==> config.mk <==
export PLATFORM = sky130hd
export DESIGN_NAME = push_retreat_click_detector
export DESIGN_NICKNAME = d
export VERILOG_FILES = /design/src/sv/prcd_pkg.sv /design/src/sv/push_retreat_click_detector.sv /design/src/sv/prcd_cfg.sv /design/src/sv/prcd_engine.sv
export SDC_FILE = /design/constraint.sdc
export NUM_CORES = 1
export LEC_CHECK = 0
export ABC_AREA = 1
export CAP_MARGIN = 20
export CORE_AREA = 2 2 192 194
export DETAILED_ROUTE_END_ITERATION = 8
export DIE_AREA = 0 0 194 196
export DONT_BUFFER_PORTS = 1
export GPL_TIMING_DRIVEN = 0
export PLACE_DENSITY = 0.67
export SYNTH_ARGS = -nofsm -noshare
export SYNTH_HDL_FRONTEND = slang
export SYNTH_SLANG_ARGS = --single-unit
==> constraint.sdc <==
create_clock -name clk -period 11.05 [get_ports clk]
set_input_delay 2.21 -clock clk [delete_from_list [all_inputs] [get_ports clk]]
set_output_delay 2.21 -clock clk [all_outputs]
set_load 0.05 [all_outputs]
==> src/sv/prcd_pkg.sv <==
package prcd_pkg;

  localparam int unsigned THR_W   = 15;
  localparam int unsigned WIN_W   = 16;
  localparam int unsigned DEPTH_W = 16;
  localparam int unsigned TIME_W  = 40;
  localparam int unsigned CFG_AW  = 4;
  localparam int unsigned CFG_DW  = 32;

  // Depth arithmetic is carried two bits wider than the input so that
  // wrist minus threshold never wraps.
  localparam int unsigned DIFF_W  = DEPTH_W + 2;
  // Time differences are signed and one bit wider than a timestamp.
  localparam int unsigned DT_W    = TIME_W + 1;

  localparam logic [THR_W-1:0] THR_RST      = THR_W'(200);
  localparam logic [WIN_W-1:0] MIN_WIN_RST  = WIN_W'(50);
  localparam logic [WIN_W-1:0] MAX_WIN_RST  = WIN_W'(400);
  localparam logic [WIN_W-1:0] COOLDOWN_RST = WIN_W'(300);

  typedef enum logic [1:0] {
    REG_THRESHOLD  = 2'd0,
    REG_MIN_WINDOW = 2'd1,
    REG_MAX_WINDOW = 2'd2,
    REG_COOLDOWN   = 2'd3
  } reg_idx_t;

  typedef struct packed {
    logic [THR_W-1:0] approach_threshold;
    logic [WIN_W-1:0] min_window_ms;
    logic [WIN_W-1:0] max_window_ms;
    logic [WIN_W-1:0] cooldown_ms;
  } cfg_t;

endpackage

==> src/sv/push_retreat_click_detector.sv <==
// Each accepted item passes the input register and then the result register.
// Throughput: one item per cycle, set by the single compare stage between the
// input register and the result register; the input stalls only while the
// result register is full and not taken.
// Reset: synchronous, active low; clears both pipeline stages, the gesture state
// and restores the register defaults.
module push_retreat_click_detector (
  input  logic                                clk,
  input  logic                                rst_n,
  input  logic                                in_valid,
  output logic                                in_ready,
  input  logic signed [prcd_pkg::DEPTH_W-1:0] in_tip_depth,
  input  logic signed [prcd_pkg::DEPTH_W-1:0] in_wrist_depth,
  input  logic        [prcd_pkg::TIME_W-1:0]  in_time_ms,
  output logic                                out_valid,
  input  logic                                out_ready,
  output logic                                out_click,
  input  logic                                psel,
  input  logic                                penable,
  input  logic                                pwrite,
  input  logic [prcd_pkg::CFG_AW-1:0]         paddr,
  input  logic [prcd_pkg::CFG_DW-1:0]         pwdata,
  output logic [prcd_pkg::CFG_DW-1:0]         prdata,
  output logic                                pready
);

  prcd_pkg::cfg_t                     cfg;
  logic                               s1_vld_r;
  logic signed [prcd_pkg::DEPTH_W-1:0] s1_tip_r;
  logic signed [prcd_pkg::DEPTH_W-1:0] s1_wrist_r;
  logic        [prcd_pkg::TIME_W-1:0]  s1_time_r;
  logic                               out_valid_r;
  logic                               out_click_r;
  logic                               adv;
  logic                               s1_fire;
  logic                               click_nxt;

  assign adv       = !out_valid_r || out_ready;
  assign s1_fire   = s1_vld_r && adv;
  assign in_ready  = !s1_vld_r || adv;
  assign out_valid = out_valid_r;
  assign out_click = out_click_r;

  prcd_cfg u_cfg (
    .clk     (clk),
    .rst_n   (rst_n),
    .psel    (psel),
    .penable (penable),
    .pwrite  (pwrite),
    .paddr   (paddr),
    .pwdata  (pwdata),
    .prdata  (prdata),
    .pready  (pready),
    .cfg     (cfg)
  );

  prcd_engine u_engine (
    .clk         (clk),
    .rst_n       (rst_n),
    .step        (s1_fire),
    .tip_depth   (s1_tip_r),
    .wrist_depth (s1_wrist_r),
    .time_ms     (s1_time_r),
    .cfg         (cfg),
    .click       (click_nxt)
  );

  always_ff @(posedge clk) begin
    if (!rst_n) begin
      s1_vld_r    <= 1'b0;
      out_valid_r <= 1'b0;
    end else begin
      if (in_ready) begin
        s1_vld_r <= in_valid;
      end
      if (adv) begin
        out_valid_r <= s1_vld_r;
      end
    end
  end

  always_ff @(posedge clk) begin
    if (in_valid && in_ready) begin
      s1_tip_r   <= in_tip_depth;
      s1_wrist_r <= in_wrist_depth;
      s1_time_r  <= in_time_ms;
    end
    if (s1_fire) begin
      out_click_r <= click_nxt;
    end
  end

endmodule

==> src/sv/prcd_cfg.sv <==
module prcd_cfg (
  input  logic                          clk,
  input  logic                          rst_n,
  input  logic                          psel,
  input  logic                          penable,
  input  logic                          pwrite,
  input  logic [prcd_pkg::CFG_AW-1:0]   paddr,
  input  logic [prcd_pkg::CFG_DW-1:0]   pwdata,
  output logic [prcd_pkg::CFG_DW-1:0]   prdata,
  output logic                          pready,
  output prcd_pkg::cfg_t                cfg
);

  prcd_pkg::cfg_t     cfg_r;
  prcd_pkg::cfg_t     cfg_nxt;
  prcd_pkg::reg_idx_t idx;
  logic               wr_en;

  assign idx    = prcd_pkg::reg_idx_t'(paddr[3:2]);
  assign wr_en  = psel && penable && pwrite;
  assign pready = 1'b1;
  assign cfg    = cfg_r;

  always_comb begin
    cfg_nxt = cfg_r;
    if (wr_en) begin
      unique case (idx)
        prcd_pkg::REG_THRESHOLD:  cfg_nxt.approach_threshold = pwdata[prcd_pkg::THR_W-1:0];
        prcd_pkg::REG_MIN_WINDOW: cfg_nxt.min_window_ms      = pwdata[prcd_pkg::WIN_W-1:0];
        prcd_pkg::REG_MAX_WINDOW: cfg_nxt.max_window_ms      = pwdata[prcd_pkg::WIN_W-1:0];
        prcd_pkg::REG_COOLDOWN:   cfg_nxt.cooldown_ms        = pwdata[prcd_pkg::WIN_W-1:0];
        default:                  cfg_nxt = cfg_r;
      endcase
    end
  end

  always_comb begin
    unique case (idx)
      prcd_pkg::REG_THRESHOLD:
        prdata = prcd_pkg::CFG_DW'(cfg_r.approach_threshold);
      prcd_pkg::REG_MIN_WINDOW:
        prdata = prcd_pkg::CFG_DW'(cfg_r.min_window_ms);
      prcd_pkg::REG_MAX_WINDOW:
        prdata = prcd_pkg::CFG_DW'(cfg_r.max_window_ms);
      prcd_pkg::REG_COOLDOWN:
        prdata = prcd_pkg::CFG_DW'(cfg_r.cooldown_ms);
      default:
        prdata = '0;
    endcase
  end

  always_ff @(posedge clk) begin
    if (!rst_n) begin
      cfg_r.approach_threshold <= prcd_pkg::THR_RST;
      cfg_r.min_window_ms      <= prcd_pkg::MIN_WIN_RST;
      cfg_r.max_window_ms      <= prcd_pkg::MAX_WIN_RST;
      cfg_r.cooldown_ms        <= prcd_pkg::COOLDOWN_RST;
    end else begin
      cfg_r <= cfg_nxt;
    end
  end

endmodule

==> src/sv/prcd_engine.sv <==
module prcd_engine (
  input  logic                                clk,
  input  logic                                rst_n,
  input  logic                                step,
  input  logic signed [prcd_pkg::DEPTH_W-1:0] tip_depth,
  input  logic signed [prcd_pkg::DEPTH_W-1:0] wrist_depth,
  input  logic        [prcd_pkg::TIME_W-1:0]  time_ms,
  input  prcd_pkg::cfg_t                      cfg,
  output logic                                click
);

  logic                               approaching_r, approaching_nxt;
  logic                               click_seen_r, click_seen_nxt;
  logic [prcd_pkg::TIME_W-1:0]        phase_start_r, phase_start_nxt;
  logic [prcd_pkg::TIME_W-1:0]        last_click_r, last_click_nxt;

  logic signed [prcd_pkg::DIFF_W-1:0] tip_x;
  logic signed [prcd_pkg::DIFF_W-1:0] push_lim;
  logic signed [prcd_pkg::DIFF_W-1:0] retreat_lim;
  logic signed [prcd_pkg::DT_W-1:0]   since;
  logic signed [prcd_pkg::DT_W-1:0]   dur;
  logic signed [prcd_pkg::DT_W-1:0]   cooldown_x;
  logic signed [prcd_pkg::DT_W-1:0]   min_x;
  logic signed [prcd_pkg::DT_W-1:0]   max_x;
  logic                               in_cooldown;
  logic                               pushed;
  logic                               retreated;
  logic                               in_window;
  logic                               timed_out;

  always_comb begin
    tip_x       = prcd_pkg::DIFF_W'(tip_depth);
    push_lim    = prcd_pkg::DIFF_W'(wrist_depth)
                - $signed(prcd_pkg::DIFF_W'(cfg.approach_threshold));
    retreat_lim = prcd_pkg::DIFF_W'(wrist_depth)
                - $signed(prcd_pkg::DIFF_W'(cfg.approach_threshold[prcd_pkg::THR_W-1:1]));
    since       = $signed({1'b0, time_ms}) - $signed({1'b0, last_click_r});
    dur         = $signed({1'b0, time_ms}) - $signed({1'b0, phase_start_r});
    cooldown_x  = $signed(prcd_pkg::DT_W'(cfg.cooldown_ms));
    min_x       = $signed(prcd_pkg::DT_W'(cfg.min_window_ms));
    max_x       = $signed(prcd_pkg::DT_W'(cfg.max_window_ms));
    in_cooldown = click_seen_r && (since < cooldown_x);
    pushed      = tip_x < push_lim;
    retreated   = tip_x > retreat_lim;
    in_window   = (dur >= min_x) && (dur <= max_x);
    timed_out   = dur > max_x;
  end

  always_comb begin
    approaching_nxt = approaching_r;
    click_seen_nxt  = click_seen_r;
    phase_start_nxt = phase_start_r;
    last_click_nxt  = last_click_r;
    click           = 1'b0;
    if (step && !in_cooldown) begin
      if (!approaching_r) begin
        if (pushed) begin
          approaching_nxt = 1'b1;
          phase_start_nxt = time_ms;
        end
      end else if (retreated) begin
        approaching_nxt = 1'b0;
        if (in_window) begin
          click          = 1'b1;
          last_click_nxt = time_ms;
          click_seen_nxt = 1'b1;
        end
      end else if (timed_out) begin
        approaching_nxt = 1'b0;
      end
    end
  end

  always_ff @(posedge clk) begin
    if (!rst_n) begin
      approaching_r <= 1'b0;
      click_seen_r  <= 1'b0;
      phase_start_r <= '0;
      last_click_r  <= '0;
    end else begin
      approaching_r <= approaching_nxt;
      click_seen_r  <= click_seen_nxt;
      phase_start_r <= phase_start_nxt;
      last_click_r  <= last_click_nxt;
    end
  end

endmodule

==> summary.md <==
| Metric | Value |
|---|---|
| R2R Path End | `u_engine.last_click_r[7]$_SDFFE_PN0P_` |
| Die ar. | `between 30000 and 40000 sq um` |
| Clock share of power | `between 30% and 40%` |
| Leak | `between 8 and 9 nW` |
| Post-layout minimum cycle time | `6.104 ns` |
| Clk buf depth | `3` |
| MaxCap Viol Count | `0` |
| HPWL after DPL | `~46 mm` |
| Synth-to-layout area growth | `8.761%` |
| Crit. End Element | `output port` |
| Worst hold path type | `flip-flop to flip-flop` |
| Post-synth EDFFs | `between 70 and 80` |
| Diode count | `0` |
| Global-route wire length before repair | `approximately 86 mm` |
| CTS hold repair buffers | `0` |
| Sequential share of power | `a little over a third` |
| Reg2reg path depth | `28` |
| Routability congestion estimate | `slightly below 1` |
| CTS tree | `yes` |
| Antenna viol nets, final | `0` |
| Worst endpoint required time | `between 8 and 9 ns` |
| Drt initial violations | `1228` |
| Mapped Area | `roughly 18000 sq um` |
| Worst r2r src | `s1_wrist_r[2]$_DFFE_PP_` |
| Sw Pwr | `0.0008710 W` |
| Sinks on Clock Net | `220` |
| Final WL | `55.52 mm` |
| TritonRoute pass-1 iters | `5` |
| Sw Ratio | `35.21%` |
| Worst setup SP type | `primary input` |
| Num CTS Buffers | `26` |
| Hold_sp | `u_engine.phase_start_r[3]$_SDFFE_PN0P_` |
| Worst vdd ir | `between 0.00015 and 0.0002 V` |
| Worst-Skew Late Latency | `roughly 0.56 ns` |
| Setup WS post-layout | `4.946 ns` |
| Critical path arrival | `approximately 3.9 ns` |
| Achievable Freq | `between 150 and 200 MHz` |
| Register area share after synthesis | `28.81%` |
| Core region area | `36080 sq um` |
| Total GRT Usage | `between 20% and 30%` |
| Share of cells above drive strength 1 | `around 3.7%` |
| Standard-cell rows | `70` |
| Largest net degree at the start of global routing | `between 50 and 60` |
| Initial Util | `49.39%` |
| Setup CP Type | `primary input to output port` |
| Cell variety after synth | `between 40 and 50` |
| YS warnings | `0` |
| Yosys reg bits | `220` |
| Setup Fix Bufs, Post-CTS | `0` |
| Logic pwr share | `between 20% and 30%` |
| Hold path depth | `2` |
| Die H | `approximately 200 um` |
| Worst-margin pin slew | `roughly 1.2 ns` |
| Clk_skew | `around 0.014 ns` |
| Max-slew headroom | `between 20 and 25%` |
| Vias in the first global route | `~16000` |
| Outcome | `finished clean` |
| Setup WS pre-CTS | `4.991 ns` |
| Max H-tree Level | `1` |
| Boundary pin count | `approximately 150` |
| Int Power | `0.001603 W` |
| Initial antenna violation count | `0` |
| # nets final | `approximately 3000` |
| Final Hold Violating Endpoints | `0` |
| Fin. max-slew vios | `0` |
| Primary FF master, synth | `dfxtp_1` |
| R2r setup slk | `about 5.7 ns` |
| Finish-stage setup viols | `0` |
| Die extent in x | `between 150 and 200 um` |
| Clock slew at reported path FFs | `roughly 0.060 ns` |
| Worst Hold Endpoint | `u_engine.phase_start_r[3]$_SDFFE_PN0P_` |
| Vias | `around 18000` |
| Via density | `~5.4` |
| Worst-path fanout max | `10` |
| Post-synth ARST share | `0%` |
| Root Driver | `clkbuf_16` |
| Wire per inst | `approximately 17 um` |
| PostCTS Resize Cnt | `0` |
| Total power | `0.002474 W` |
| Total power per unit cell area | `roughly 130 nW/um^2` |
| Syn Area/Cell | `between 6 and 7 sq um` |
| RSZ-0062 raised after global routing | `no` |
| Port buffer count | `0` |
| Mapped Cells | `roughly 2700` |
| Part of the cycle the worst path needs | `roughly 55%` |
| Grt ovf | `0` |
| Sum Neg Setup Slack | `0 ns` |
| Remaining DRCs | `0` |
==> worst max-delay path, cell delays in order <==
cell and delay (ns):
inv_1 0.02, nor2_1 0.25, clkbuf_1 0.42, nand2_1 0.10, o21ai_0 0.19, a21oi_1 0.10
o21ai_1 0.60
==> state kept, by name (all words and copies together) (netlist names) <==
| register | flops |
|---|---|
| out_click | 1 |
| out_valid | 1 |
| s1_time_r | 40 |
| s1_tip_r | 16 |
| s1_vld_r | 1 |
| s1_wrist_r | 16 |
| u_cfg.cfg | 63 |
| u_engine.approaching_r | 1 |
| u_engine.click_seen_r | 1 |
| u_engine.last_click_r | 40 |
| u_engine.phase_start_r | 40 |
==> how the worst max path moves through the flow <==
stage	from	endpoint	slack, ns	depth (start not counted)
after floorplan	paddr[3]	prdata[10]	5.16	4
after global placement	paddr[3]	prdata[9]	4.88	4
after detailed placement	paddr[3]	prdata[12]	4.99	7
after CTS	paddr[3]	prdata[12]	4.99	7
after global routing	paddr[3]	prdata[12]	4.86	7
final	paddr[3]	prdata[12]	4.95	7
==> cells by family after synthesis <==
kind of cell / synth area share, %
adders and majority gates: 13.72
DFF: 28.81
xor gates and xnor gates: 2.801
and+or+nand+nor: 28.00
other: 0.04214
buffers and inverters: 11.80
AOI/OAI and AO/OA: 14.83
==> layer usage <==
metal  routed length (um)  global-route usage, %
met5                    0                      0
met4                 1806                  9.119
met3                 3883                  3.559
met2                25520                  48.58
met1                24300                  37.38
==> synthesized netlist by cell type, types with 25 or more instances <==
| cell | instances | share of area (%) |
|---|---|---|
| inv_1 | 455 | 9.6 |
| clkbuf_1 | 31 | 0.65 |
| o21ai_0 | 132 | 3.7 |
| nand2_1 | 694 | 15 |
| a21oi_1 | 292 | 8.2 |
| nor2_1 | 256 | 5.4 |
| ha_1 | 189 | 13 |
| dfxtp_1 | 147 | 17 |
| edfxtp_1 | 73 | 12 |
| xor2_1 | 48 | 2.4 |
| nand3_1 | 186 | 5.2 |
| buf_4 | 25 | 1.1 |
| nor3_1 | 26 | 0.73 |
==> final cells by class <==
type	instances	area, sq um
inverter	458	1722
multi-input combinational	1976	10640
timing repair buffer	4	50.05
fill	3631	16700
clock inverter	15	155.1
buffer	72	384.1
sequential	220	5135
clock buffer	33	711.9
tap	468	585.6
==> layout by cell type, fill, tap and decap left out, types with 6 or more instances in the layout <==
cell type    n
edfxtp_1    73
conb_1      17
o21a_1       7
nor2_1     256
clkbuf_16   27
o21bai_1    10
nand3_1    186
clkbuf_1    35
o211ai_1    17
a21oi_1    292
a31oi_1      6
o21ai_1     16
buf_4       28
ha_1       189
xnor2_1      9
inv_1      454
nor3_1      26
nand4_1     24
dfxtp_1    147
nor4_1       7
xor2_1      48
o21ai_0    121
clkinv_2     6
nand3b_1     8
nand2_1    694
buf_2       16
==> through the flow <==
step	std cells	cell area (sq um)	hold WS [ns]	util [%]
CTS	3246	19380	0.4634	53.72
global route	3246	19380	0.4792	53.72
finish	3246	19380	0.4595	53.72
global placement	3194	18470	0.4498	51.17
detailed placement	3198	18520	0.4538	51.32
floorplan	2726	17880	0.4389	-
==> power by group through the flow <==
stage / clock (W) / combinational, W / sequential [W]
global placement: 0 / 0.000661 / 0.000921
finish: 0.000881 / 0.000690 / 0.000903
global route: 0.000926 / 0.000779 / 0.000905
CTS: 0.000897 / 0.000684 / 0.000902
detailed placement: 0 / 0.000680 / 0.000920
floorplan: 0 / 0.000509 / 0.000904
No activity file was read; power rests on OpenSTA's default activity.
